## src/rtl/core/blake2b_256_hash_defines.svh

```systemverilog
// ----------------------------------------------------------------------------
// blake2b_256_hash_defines.svh
// Assertion macros shared by the hash core files.
// ----------------------------------------------------------------------------
`ifndef BLAKE2B_256_HASH_DEFINES_SVH
`define BLAKE2B_256_HASH_DEFINES_SVH
`ifndef SYNTHESIS
`define B2B_ASSERT(label, clk, rst, prop, msg) \
   label: assert property (@(posedge clk) disable iff (rst) prop) else $error(msg);
`define B2B_ASSERT_NR(label, clk, prop, msg) \
   label: assert property (@(posedge clk) prop) else $error(msg);
`else
`define B2B_ASSERT(label, clk, rst, prop, msg)
`define B2B_ASSERT_NR(label, clk, prop, msg)
`endif
`endif

```

## src/rtl/core/b2b_pkg.sv

```systemverilog
// ----------------------------------------------------------------------------
// b2b_pkg
// Constants, types and helper functions for the BLAKE2b-256 core.
// ----------------------------------------------------------------------------
package b2b_pkg;

   localparam int BlockBytes  = 128;
   localparam int FillW       = 8;
   localparam int ByteIdxW    = 7;
   localparam int Rounds      = 12;
   localparam int RoundW      = 4;
   localparam int StepW       = 3;

   localparam logic [63:0] IV0 = 64'h6a09e667f3bcc908;
   localparam logic [63:0] IV1 = 64'hbb67ae8584caa73b;
   localparam logic [63:0] IV2 = 64'h3c6ef372fe94f82b;
   localparam logic [63:0] IV3 = 64'ha54ff53a5f1d36f1;
   localparam logic [63:0] IV4 = 64'h510e527fade682d1;
   localparam logic [63:0] IV5 = 64'h9b05688c2b3e6c1f;
   localparam logic [63:0] IV6 = 64'h1f83d9abfb41bd6b;
   localparam logic [63:0] IV7 = 64'h5be0cd19137e2179;
   localparam logic [63:0] ParamWord = 64'h0000000001010020;

   typedef enum logic [2:0] {
      ST_IDLE,
      ST_PAD,
      ST_LOAD,
      ST_ROUND,
      ST_FOLD,
      ST_RESP
   } state_type;

   // controller -> datapath
   typedef struct packed {
      logic       take_byte;   // write byte at fill position
      logic       hold_byte;   // capture input byte until the block is compressed
      logic       pad_byte;    // write zero at fill position
      logic       load;        // init working vector
      logic       final_blk;   // last-block flag for load
      logic       mix;         // run one G step
      logic       fold;        // fold working vector into chain
      logic       restart;     // return chain and counters to start
      logic       clr_fill;    // fill count to zero after a compression
   } cmd_type;

   // datapath -> controller
   typedef struct packed {
      logic       block_full;
      logic       fill_done;   // fill count reached the block size
      logic       mix_done;    // last G step of last round issued
   } stat_type;

   function automatic logic [63:0] iv_word(input logic [2:0] i);
      logic [63:0] r;
      case (i)
         3'd0: r = IV0;
         3'd1: r = IV1;
         3'd2: r = IV2;
         3'd3: r = IV3;
         3'd4: r = IV4;
         3'd5: r = IV5;
         3'd6: r = IV6;
         default: r = IV7;
      endcase
      return r;
   endfunction

   // message word index for round r (mod 10), slot k
   function automatic logic [3:0] sigma(input logic [3:0] r, input logic [3:0] k);
      logic [63:0] row;
      case (r)
         4'd0: row = 64'hfedcba9876543210;
         4'd1: row = 64'h357b20c16df984ae;
         4'd2: row = 64'h491763eadf250c8b;
         4'd3: row = 64'h8f04a562ebcd1397;
         4'd4: row = 64'hd386cb1efa427509;
         4'd5: row = 64'h91ef57d438b0a6c2;
         4'd6: row = 64'hb8293670a4def15c;
         4'd7: row = 64'ha2684f05931ce7bd;
         4'd8: row = 64'h5a417d2c803b9ef6;
         default: row = 64'h0dc3e9bf5167482a;
      endcase
      return row[k*4 +: 4];
   endfunction

endpackage

```

## src/rtl/core/b2b_ctrl.sv

```systemverilog
// ----------------------------------------------------------------------------
// b2b_ctrl
// Sequencer: byte intake, padding, compression steps, digest handoff.
// ----------------------------------------------------------------------------
`include "blake2b_256_hash_defines.svh"
module b2b_ctrl (
   input  logic                 clock,
   input  logic                 reset,
   input  logic                 req_valid,
   output logic                 req_stall,
   input  logic                 req_byte_present,
   input  logic                 req_last_of_message,
   output logic                 rsp_valid,
   input  logic                 rsp_stall,
   output b2b_pkg::cmd_type     cmd,
   input  b2b_pkg::stat_type    stat
);

   b2b_pkg::state_type state_ff, state_in;
   logic last_ff, last_in;       // compression is the final one
   logic pend_ff, pend_in;       // held byte waits for a full-block compression
   // pending last mark carried through the full-block compression
   logic plast_ff, plast_in;
   logic req_take;

   assign req_take = req_valid & ~req_stall;

   always_comb begin
      state_in = state_ff;
      last_in  = last_ff;
      pend_in  = pend_ff;
      case (state_ff)
         b2b_pkg::ST_IDLE: begin
            if (req_take) begin
               if (req_byte_present && stat.block_full) begin
                  // compress full block first, then store byte
                  state_in = b2b_pkg::ST_LOAD;
                  last_in  = 1'b0;
                  pend_in  = 1'b1;
               end else if (req_last_of_message) begin
                  state_in = b2b_pkg::ST_PAD;
                  last_in  = 1'b1;
               end
            end
         end
         b2b_pkg::ST_PAD: begin
            if (stat.fill_done) state_in = b2b_pkg::ST_LOAD;
         end
         b2b_pkg::ST_LOAD:  state_in = b2b_pkg::ST_ROUND;
         b2b_pkg::ST_ROUND: if (stat.mix_done) state_in = b2b_pkg::ST_FOLD;
         b2b_pkg::ST_FOLD: begin
            pend_in = 1'b0;
            if (last_ff) state_in = b2b_pkg::ST_RESP;
            else if (pend_ff && plast_ff) begin
               // stored byte carried last mark: pad and compress the final block
               state_in = b2b_pkg::ST_PAD;
               last_in  = 1'b1;
            end else state_in = b2b_pkg::ST_IDLE;
         end
         b2b_pkg::ST_RESP: if (!rsp_stall) state_in = b2b_pkg::ST_IDLE;
         default: state_in = b2b_pkg::ST_IDLE;
      endcase
   end

   always_comb begin
      cmd        = '0;
      req_stall  = 1'b1;
      rsp_valid  = 1'b0;
      plast_in   = plast_ff;
      case (state_ff)
         b2b_pkg::ST_IDLE: begin
            req_stall = 1'b0;
            if (req_take) begin
               if (req_byte_present && !stat.block_full) cmd.take_byte = 1'b1;
               if (req_byte_present && stat.block_full) begin
                  cmd.hold_byte = 1'b1;
                  plast_in      = req_last_of_message;
               end
            end
         end
         b2b_pkg::ST_PAD:   cmd.pad_byte = ~stat.fill_done;
         b2b_pkg::ST_LOAD: begin
            cmd.load      = 1'b1;
            cmd.final_blk = last_ff;
         end
         b2b_pkg::ST_ROUND: cmd.mix = 1'b1;
         b2b_pkg::ST_FOLD: begin
            cmd.fold     = 1'b1;
            cmd.clr_fill = 1'b1;
            cmd.take_byte = pend_ff;
         end
         b2b_pkg::ST_RESP: begin
            rsp_valid   = 1'b1;
            cmd.restart = ~rsp_stall;
         end
         default: ;
      endcase
   end

   always_ff @(posedge clock) begin
      if (reset) begin
         state_ff <= b2b_pkg::ST_IDLE;
         last_ff  <= 1'b0;
         pend_ff  <= 1'b0;
         plast_ff <= 1'b0;
      end else begin
         plast_ff <= plast_in;
         pend_ff  <= pend_in;
         state_ff <= state_in;
         last_ff  <= (state_in == b2b_pkg::ST_IDLE) ? 1'b0 : last_in;
      end
   end

   `B2B_ASSERT(a_rsp_only_resp, clock, reset, rsp_valid |-> state_ff == b2b_pkg::ST_RESP, "rsp out of state")
   `B2B_ASSERT(a_busy_stall, clock, reset, (state_ff != b2b_pkg::ST_IDLE) |-> req_stall, "took item while busy")
   `B2B_ASSERT(a_resp_final, clock, reset, (state_ff == b2b_pkg::ST_RESP) |-> last_ff, "digest without final block")
   `B2B_ASSERT(a_pad_to_load, clock, reset, (state_ff == b2b_pkg::ST_PAD && stat.fill_done) |=> state_ff == b2b_pkg::ST_LOAD, "pad did not end in load")

endmodule

```

## config.mk

```make
export PLATFORM = sky130hd
export DESIGN_NAME = b2b_ctrl
export DESIGN_NICKNAME = d
export VERILOG_FILES = /design/src/rtl/core/b2b_pkg.sv /design/src/rtl/core/b2b_ctrl.sv
export VERILOG_INCLUDE_DIRS = /design/src /design/src/rtl/core
export SDC_FILE = /design/constraint.sdc
export NUM_CORES = 1
export LEC_CHECK = 0
export BUFFER_PORTS_ARGS = -buffer_cell sky130_fd_sc_hd__buf_2
export CAP_MARGIN = 20
export CORE_AREA = 2 2 39 41
export CTS_BUF_LIST = sky130_fd_sc_hd__clkbuf_8
export DETAILED_ROUTE_END_ITERATION = 12
export DIE_AREA = 0 0 41 43
export PLACE_DENSITY = 0.72
export SLEW_MARGIN = 5
export SYNTH_ARGS = -nofsm -noshare
export SYNTH_HDL_FRONTEND = slang
export SYNTH_SLANG_ARGS = --single-unit
```

## constraint.sdc

```tcl
create_clock -name clock -period 3.1 [get_ports clock]
set_input_delay 0.31 -clock clock [delete_from_list [all_inputs] [get_ports clock]]
set_output_delay 0.31 -clock clock [all_outputs]
set_load 0.005 [all_outputs]
```

==> impl_metrics.toml, run 1 <==
[status]
status = "finished clean"

[synth]
yosys_warnings = 0
synth_seq_area_share_pct = 26.5
synth.distinct_cells = 30
synth_compound_area_share_pct = 20.4
synth-seq-cells = 6
synth_flop_cell = "dfxtp_1"
syn_area_um2 = 453
synth_top_family_by_area = "simple AND/OR/NAND/NOR gates"
synth-xor-area-share_pct = 0
synth_fa_ha_area_share_pct = 0
synth-simple-area-share_pct = 38.4
syn_avg_cell_area_um2 = 8.24
synthArstFlopShare_pct = 0
muxShareOfSynthArea_pct = 4.42
syn_nets = 64
netlist_instances = 55
synth-edff-count = 0

[timing]
finalSetupTns_ps = 0
max-slew-margin-rel_pct = 74.5
maxSlewViolCount = 0
finalCritPeriodShare_pct = 56.1
final_hold_viol_count = 0
period_needed_ps = 1740
max_freq_mhz = 575
rsz0062_at_grt = "no"
final.setup_skew_ps = 0.398
tightestPinTransition_ps = 382
finalSetupViolCount = 0

[detailed_routing]
wl_per_cell_um = 12.0
ant_nets = 0
wirelength_um = 1060
dr.first_iter.drc_count = 5
avgViaCountPerCell = 5.29
drtPass1Iterations = 3
drc = 0
via_count = 471

[cells_and_area]
drive_gt1_share_pct = 45.2
nNetsFinal = 84
layoutNonFillerInstCount = 89
final_cell_mix = "19 x buf_2, 9 x nor2_1, 6 x dfxtp_1"
n_antenna_cell = 0
fill_cells = 145
final_common_cell = "buf_2"
area_growth_pct = 26.8

[clock_tree]
post_cts_resized = 0
cts_buffers = 3
cts.clk_slew.worst_paths_ps = 30
htreeDepth = 1
cts_tree = "yes"
clock_path_buffers = 2
cts_setup_buffers = 0
clock_latency_ps = 220
clockRootBuffer = "clkbuf_8"
cts_hold_buffers = 0
cts.sinks = 6

[global_routing]
grt_max_degree = 13
busiest_layer = "met2"
gr-usage-met1_pct = 19.2
grtUsageMet3_pct = 3.14
grt_first_pass_wirelength_um = 1670
antenna_found_initial = 0
grt_pass1_vias = 403
gr-total-overflow = 0
grtUsageTotal_pct = 14.0
global_route.usage.met2_pct = 19.4

[pwr]
pwr_density_cell_nw_per_um2 = 455
irDropWorstVdd_mv = 0.307
leakagePower_nw = 0.271
total_power_w = 0.000261

[floorplanning]
dieArea_um2 = 1760
rows = 14
die_height_um = 43
start_util_pct = 32.7
core-area_um2 = 1380
num_io_pins = 20
chipWidth_um = 41

[min_path]
hold_class = "input pin to register"
hp-start = "reset"

[run]
drv_cap = 0

[setup_path]
worst-setup-path-type = "register to output port"
r2r_start = "state_ff[0]"
worstPathArrival_ps = 1430
crit_fanout = 12
setup.worst_path.end_class = "output port"
crit_start = "state_ff[0]"
crit_path_start_kind = "register"
cp.required_ps = 2790

[place]
dp.cells = 86
numPortBuffers = 19
hpwl_um = 868
gp_congestion = 0.759
==> synth_stat cells (2+ instances only) <==
cell / number / share of area (%)
o211ai_1: 2 / 3.3
nor2_1: 9 / 7.5
a211oi_1: 2 / 3.3
dfxtp_1: 6 / 27
inv_1: 2 / 1.7
buf_6: 2 / 5.0
a21oi_1: 4 / 4.4
nor3_1: 5 / 5.5
mux2i_1: 2 / 4.4
==> metal layers <==
layer | vias to the layer above | part of all wire (%)
met3 | 2 | 7.7
met5 | - | 0
met4 | 0 | 1.6
met2 | 19 | 44
li1 | 236 | -
met1 | 214 | 46
==> logic make-up after synthesis <==
| family | after synthesis |
|---|---|
| muxes | 2 |
| buffers and inverters | 7 |
| DFF | 6 |
| AOI/OAI and AO/OA | 12 |
| and+or+nand+nor | 28 |
==> layout make-up <==
class | count | area (µm²) | share of cell area, %
multi-input combinational | 42 | 287 | 49.9
sequential | 6 | 120 | 20.9
timing repair buffer | 19 | 95.1 | 16.6
clock buffer | 3 | 41.3 | 7.19
tap | 16 | 20.0 | 3.49
inverter | 3 | 11.3 | 1.96
==> power by group <==
| part | switching, W | total [W] | internal [W] |
|---|---|---|---|
| clock | 0.0000293 | 0.000112 | 0.0000830 |
| combinational | 0.0000284 | 0.0000557 | 0.0000274 |
| sequential | 0.0000101 | 0.0000933 | 0.0000832 |
| total | 0.0000677 | 0.000261 | 0.000194 |
==> worst max-delay path, cell delays in order (launching register included) <==
cell,delay [ps]
dfxtp_1,530
or2b_2,370
nor3_2,160
buf_2,150
==> through the flow <==
stage,area [µm²],util (%),setup WS (ps),hold WS (ps)
5_1_grt,574,41.5,1270,345
3_3_place_gp,533,38.5,1610,495
3_5_place_dp,533,38.5,1600,502
6_report,574,41.5,1360,336
4_1_cts,574,41.5,1360,330
2_1_floorplan,453,-,1770,382
==> registers in the layout (all words and copies together), names as in the netlist <==
register,flops
pend_ff,1
plast_ff,1
state_ff,3
last_ff,1
==> final timing paths <==
path,to,slack [ps],cells past startpoint
worst max-delay path,cmd[6],1360,3
worst min-delay path,plast_ff,340,2
worst max register to register,last_ff,1690,4
worst min register to register,plast_ff,510,2
(Power assumes the default switching activity.)
==> inputs of run 2 (changes only) <==
==> constraint.sdc (replaced) <==
create_clock -name clock -period 1.8 [get_ports clock]
set_input_delay 0.18 -clock clock [delete_from_list [all_inputs] [get_ports clock]]
set_output_delay 0.18 -clock clock [all_outputs]
set_load 0.005 [all_outputs]
==> run 2 against run 1 <==
Power grew 73%. Sequential power grew 73%. Critical path depth is the same. Cell count is the same. Core utilization is the same. Non-clock buffer count is the same. Routed wire length grew 2.3%. Worst setup slack lost 1200 ps. Sequential share of layout area is the same. Largest cell class unchanged. Largest power group unchanged. Highest routed layer is now met3.
==> impl_metrics.toml, run 2 (synthesis results as in run 1) <==
[status]
status = "finished clean"

[place]
hpwl_um = 872
numPortBuffers = 19
gp_congestion = 0.797

[setup_path]
cpPeakStageDelay_ps = 530
worstPathCellList = "or2b_2 > nor3_2 > buf_2"
worstPathArrival_ps = 1440
crit_path_start_kind = "register"
worst-path-buf-inv = 1
worst-setup-path-type = "register to output port"
cp.required_ps = 1620
cp_slowest_cell = "dfxtp_1"
crit_start = "state_ff[0]"
crit_fanout = 12
r2r_slack_ps = 380
setup.worst_path.end_class = "output port"
r2r_cells = 4
r2r_start = "state_ff[2]"
crit_family = "flip-flops"
r2r_end = "last_ff"

[clock_tree]
clock_path_buffers = 2
htreeDepth = 1
clock_latency_ps = 220
cts_buffers = 3
post_cts_resized = 0
cts_setup_buffers = 0
cts_tree = "yes"
cts.clk_slew.worst_paths_ps = 40
cts_hold_buffers = 0
clockRootBuffer = "clkbuf_8"
cts.sinks = 6

[timing]
max_freq_mhz = 619
rsz0062_at_grt = "no"
finalSetupTns_ps = 0
final_hold_viol_count = 0
tightestPinTransition_ps = 388
max-slew-margin-rel_pct = 74.1
finalCritPeriodShare_pct = 89.8
finalSetupViolCount = 0
final.setup_skew_ps = 2.15
period_needed_ps = 1620
timing.hold.ws_ps = 195
maxSlewViolCount = 0

[pwr]
p_int_w = 0.000334
seqPwrFrac_pct = 35.6
pwr-share-comb_pct = 21.0
pwr_density_cell_nw_per_um2 = 789
swShare_pct = 26.3
irDropWorstVdd_mv = 0.448
p_switching_w = 0.000119
power_frac_clock_pct = 43.4
leakagePower_nw = 0.271

[floorplanning]
num_io_pins = 20
chipWidth_um = 41
rows = 14
start_util_pct = 32.7
core-area_um2 = 1380
dieArea_um2 = 1760
die_height_um = 43

[detailed_routing]
wl_met2_um = 468
dr.first_iter.drc_count = 17
ant_nets = 0
maxUsedRoutingLayer = "met3"
wirelength_um = 1090
avgViaCountPerCell = 5.19
via_count = 462
wl_met1_um = 483
wl_met3_um = 137
wl_per_cell_um = 12.2
drc = 0
drtPass1Iterations = 4

[global_routing]
grtUsageTotal_pct = 13.5
antenna_found_initial = 0
grt_max_degree = 13
grt_pass1_vias = 389
grt_first_pass_wirelength_um = 1610
gr-total-overflow = 0

[min_path]
hold-path-endpoint = "plast_ff"
hold_depth = 2
hp-start = "reset"
hold_class = "input pin to register"

[cells_and_area]
fin_util_pct = 41.5
final_common_cell = "buf_2"
final_cell_mix = "19 x buf_2, 9 x nor2_1, 6 x dfxtp_1"
area_growth_pct = 26.8
largest_reg_flops = 3
drive_gt1_share_pct = 45.2
nNetsFinal = 84
top_register = "state_ff"
fill_cells = 141
n_antenna_cell = 0

[run]
drv_cap = 0
## run 2: cell counts in the layout (fill, tap and decap cells not counted)
Identical to the previous run, type by type.
## run 2: metal layers
metal,global-route usage (%),up-vias
met4,6.00,0
li1,-,237
met3,3.66,0
met5,0,-
met2,19.1,26
met1,18.5,199
## run 2: stage by stage
| step | total power [W] | setup slack [ps] | area, µm² | cells |
|---|---|---|---|---|
| finish | 0.000453 | 184 | 574 | 89 |
| global route | 0.000479 | 99.1 | 574 | 89 |
| CTS | 0.000459 | 174 | 574 | 89 |
| detailed placement | 0.000257 | 383 | 533 | 86 |
| global placement | 0.000256 | 390 | 533 | 86 |
| floorplan | 0.000229 | 576 | 453 | 55 |
## run 2: worst max path at each step
| stage | end | slack (ps) | cells past startpoint |
|---|---|---|---|
| finish | cmd[6] | 180 | 3 |
| global route | cmd[2] | 100 | 3 |
| CTS | cmd[6] | 170 | 3 |
| detailed placement | last_ff | 380 | 4 |
| global placement | last_ff | 390 | 4 |
| floorplan | plast_ff | 580 | 4 |
## run 2: power groups by stage
stage          Sequential, W  Clock (W)  Combinational [W]
3_3_place_gp        0.000162          0          0.0000949
3_5_place_dp        0.000163          0          0.0000947
2_1_floorplan       0.000151          0          0.0000780
6_report            0.000161   0.000197          0.0000950
5_1_grt             0.000163   0.000210           0.000105
4_1_cts             0.000161   0.000203          0.0000954
## run 2: layout make-up
type	instances	area, µm²	area share [%]
Clock buffer	3	41.3	7.19
Inverter	3	11.3	1.96
Multi-Input combinational cell	42	287	49.9
Sequential cell	6	120	20.9
Tap cell	16	20.0	3.49
Timing Repair Buffer	19	95.1	16.6
==> inputs of run 3 (changes only) <==
--- a/config.mk
+++ b/config.mk
@@ -6,13 +6,13 @@
 export SDC_FILE = /design/constraint.sdc
 export NUM_CORES = 1
 export LEC_CHECK = 0
-export BUFFER_PORTS_ARGS = -buffer_cell sky130_fd_sc_hd__buf_2
+export BUFFER_PORTS_ARGS = -buffer_cell sky130_fd_sc_hd__buf_4
 export CAP_MARGIN = 20
 export CORE_AREA = 2 2 39 41
 export CTS_BUF_LIST = sky130_fd_sc_hd__clkbuf_8
 export DETAILED_ROUTE_END_ITERATION = 12
 export DIE_AREA = 0 0 41 43
-export PLACE_DENSITY = 0.72
+export PLACE_DENSITY = 0.74
 export SLEW_MARGIN = 5
 export SYNTH_ARGS = -nofsm -noshare
 export SYNTH_HDL_FRONTEND = slang
==> constraint.sdc (replaced) <==
create_clock -name clock -period 1.4 [get_ports clock]
set_input_delay 0.14 -clock clock [delete_from_list [all_inputs] [get_ports clock]]
set_output_delay 0.14 -clock clock [all_outputs]
set_load 0.005 [all_outputs]
==> run 3 against run 2 <==
Largest power group unchanged. Sequential cell count unchanged. The flow now finishes with violations (negative setup slack). Routed wire length up 30%. Global-route usage up 3.6 points. First-iteration DRC count down 18%. Final area up 37%. Count of clock-buffer cells in the layout unchanged. Non-clock buffer count up 10. Cell count up 11%. Sequential power up 25%. Hold slack worse by 79 ps.
==> impl_metrics.toml, run 3 (synthesis results as in run 1) <==
[timing]
final.setup_skew_ps = 1.58
finalSetupViolCount = 5
maxSlewViolCount = 0
final_hold_viol_count = 0
timing.hold.ws_ps = 116
tightestPinTransition_ps = 326
max_freq_mhz = 696
fin_ws_ps = -36.8
finalCritPeriodShare_pct = 103
rsz0062_at_grt = "yes"
period_needed_ps = 1440
max-slew-margin-rel_pct = 78.3
finalSetupTns_ps = -77.3

[cells_and_area]
n_antenna_cell = 0
largest_reg_flops = 3
fill_cells = 127
final_common_cell = "buf_4"
top_register = "state_ff"
drive_gt1_share_pct = 61.4
nNetsFinal = 94
final_cell_area_um2 = 790
fin_util_pct = 57.1
final_cell_mix = "22 x buf_4, 8 x nor2_1, 7 x buf_6"
area_growth_pct = 74.3

[setup_path]
setup.worst_path.end_class = "output port"
worstPathArrival_ps = 1300
worst-setup-path-type = "register to output port"
r2r_cells = 6
cp.required_ps = 1260
crit_fanout = 4
crit_path_start_kind = "register"

[clock_tree]
clock_path_buffers = 2
clockRootBuffer = "clkbuf_8"
cts_hold_buffers = 0
cts.clk_slew.worst_paths_ps = 30
cts.sinks = 6
cts_buffers = 3
cts_tree = "yes"
htreeDepth = 1
clock_latency_ps = 220

[detailed_routing]
dr.first_iter.drc_count = 14
drc = 0
avgViaCountPerCell = 5.43
wl_per_cell_um = 14.3
ant_nets = 0
via_count = 538
drtPass1Iterations = 4
wirelength_um = 1420

[place]
numPortBuffers = 19
place_area_um2 = 603
hpwl_um = 993
gp_congestion = 0.778

[global_routing]
grt_max_degree = 11
antenna_found_initial = 0
gr-total-overflow = 0
grt_pass1_vias = 471
grt_first_pass_wirelength_um = 2010
grtUsageTotal_pct = 17.1

[pwr]
p_switching_w = 0.000178
leakagePower_nw = 0.342
pwr-share-comb_pct = 31.3
seqPwrFrac_pct = 30.6
power_frac_clock_pct = 38.2
swShare_pct = 27.0
irDropWorstVdd_mv = 0.475
p_int_w = 0.000481
pwr_density_cell_nw_per_um2 = 834

[floorplanning]
dieArea_um2 = 1760
rows = 14
chipWidth_um = 41
core-area_um2 = 1380
start_util_pct = 32.7
num_io_pins = 20
die_height_um = 43

[run]
drv_cap = 0

[status]
violations = "negative setup slack"
status = "finished, violations left"

[min_path]
hold_class = "input pin to register"
hold_depth = 2
run 3: worst max-delay path, cell delays in order, from the launching register on:
cell and delay [ps]:
dfxtp_4 340, buf_6 120, or2b_1 250, nor2_2 140
and2_4 150, buf_6 80
run 3: final cells by class:
cell class	count	area (µm²)	area share [%]
clock buffer	3	41.3	5.23
inverter	3	13.8	1.74
multi-input combinational	42	342	43.3
sequential	6	129	16.3
tap	16	20.0	2.54
timing repair buffer	29	244	30.9
run 3: path summary, 6_finish.rpt:
path	startpoint	endpoint	slack [ps]
setup / recovery	state_ff[2]	cmd[4]	-40
hold / removal	reset	state_ff[2]	120
setup reg to reg	state_ff[2]	plast_ff	0
hold reg to reg	plast_ff	plast_ff	510
run 3: power groups by stage:
stage / clock (W) / sequential [W] / combinational [W]
final: 0.000251 / 0.000201 / 0.000206
after global routing: 0.000272 / 0.000203 / 0.000221
after detailed placement: 0 / 0.000205 / 0.000152
after CTS: 0.000260 / 0.000202 / 0.000168
after floorplan: 0 / 0.000194 / 0.000100
after global placement: 0 / 0.000205 / 0.000149
run 3: per-stage QoR:
| stage | total power, W | std cells | setup WS (ps) |
|---|---|---|---|
| detailed placement | 0.000357 | 89 | 18.4 |
| finish | 0.000659 | 99 | -36.8 |
| global route | 0.000696 | 99 | -93.8 |
| global placement | 0.000354 | 89 | 24.2 |
| CTS | 0.000630 | 96 | -54.0 |
| floorplan | 0.000294 | 55 | 176 |
run 3: per-layer routing:
metal | routed length (µm) | global-route usage [%] | vias to the layer above
met1 | 579 | 19.8 | 247
met4 | 17 | 8.00 | 0
met5 | 0 | 0 | -
met2 | 695 | 28.4 | 32
li1 | - | - | 257
met3 | 123 | 3.14 | 2
run 3: timing repair:
item                                    4_1_cts  5_1_grt
setup buffers                                 4        3
hold endpoints to repair                      0        0
pin swaps                                     3        5
endpoints found under the setup margin        7       11
gates resized for setup                      12       12
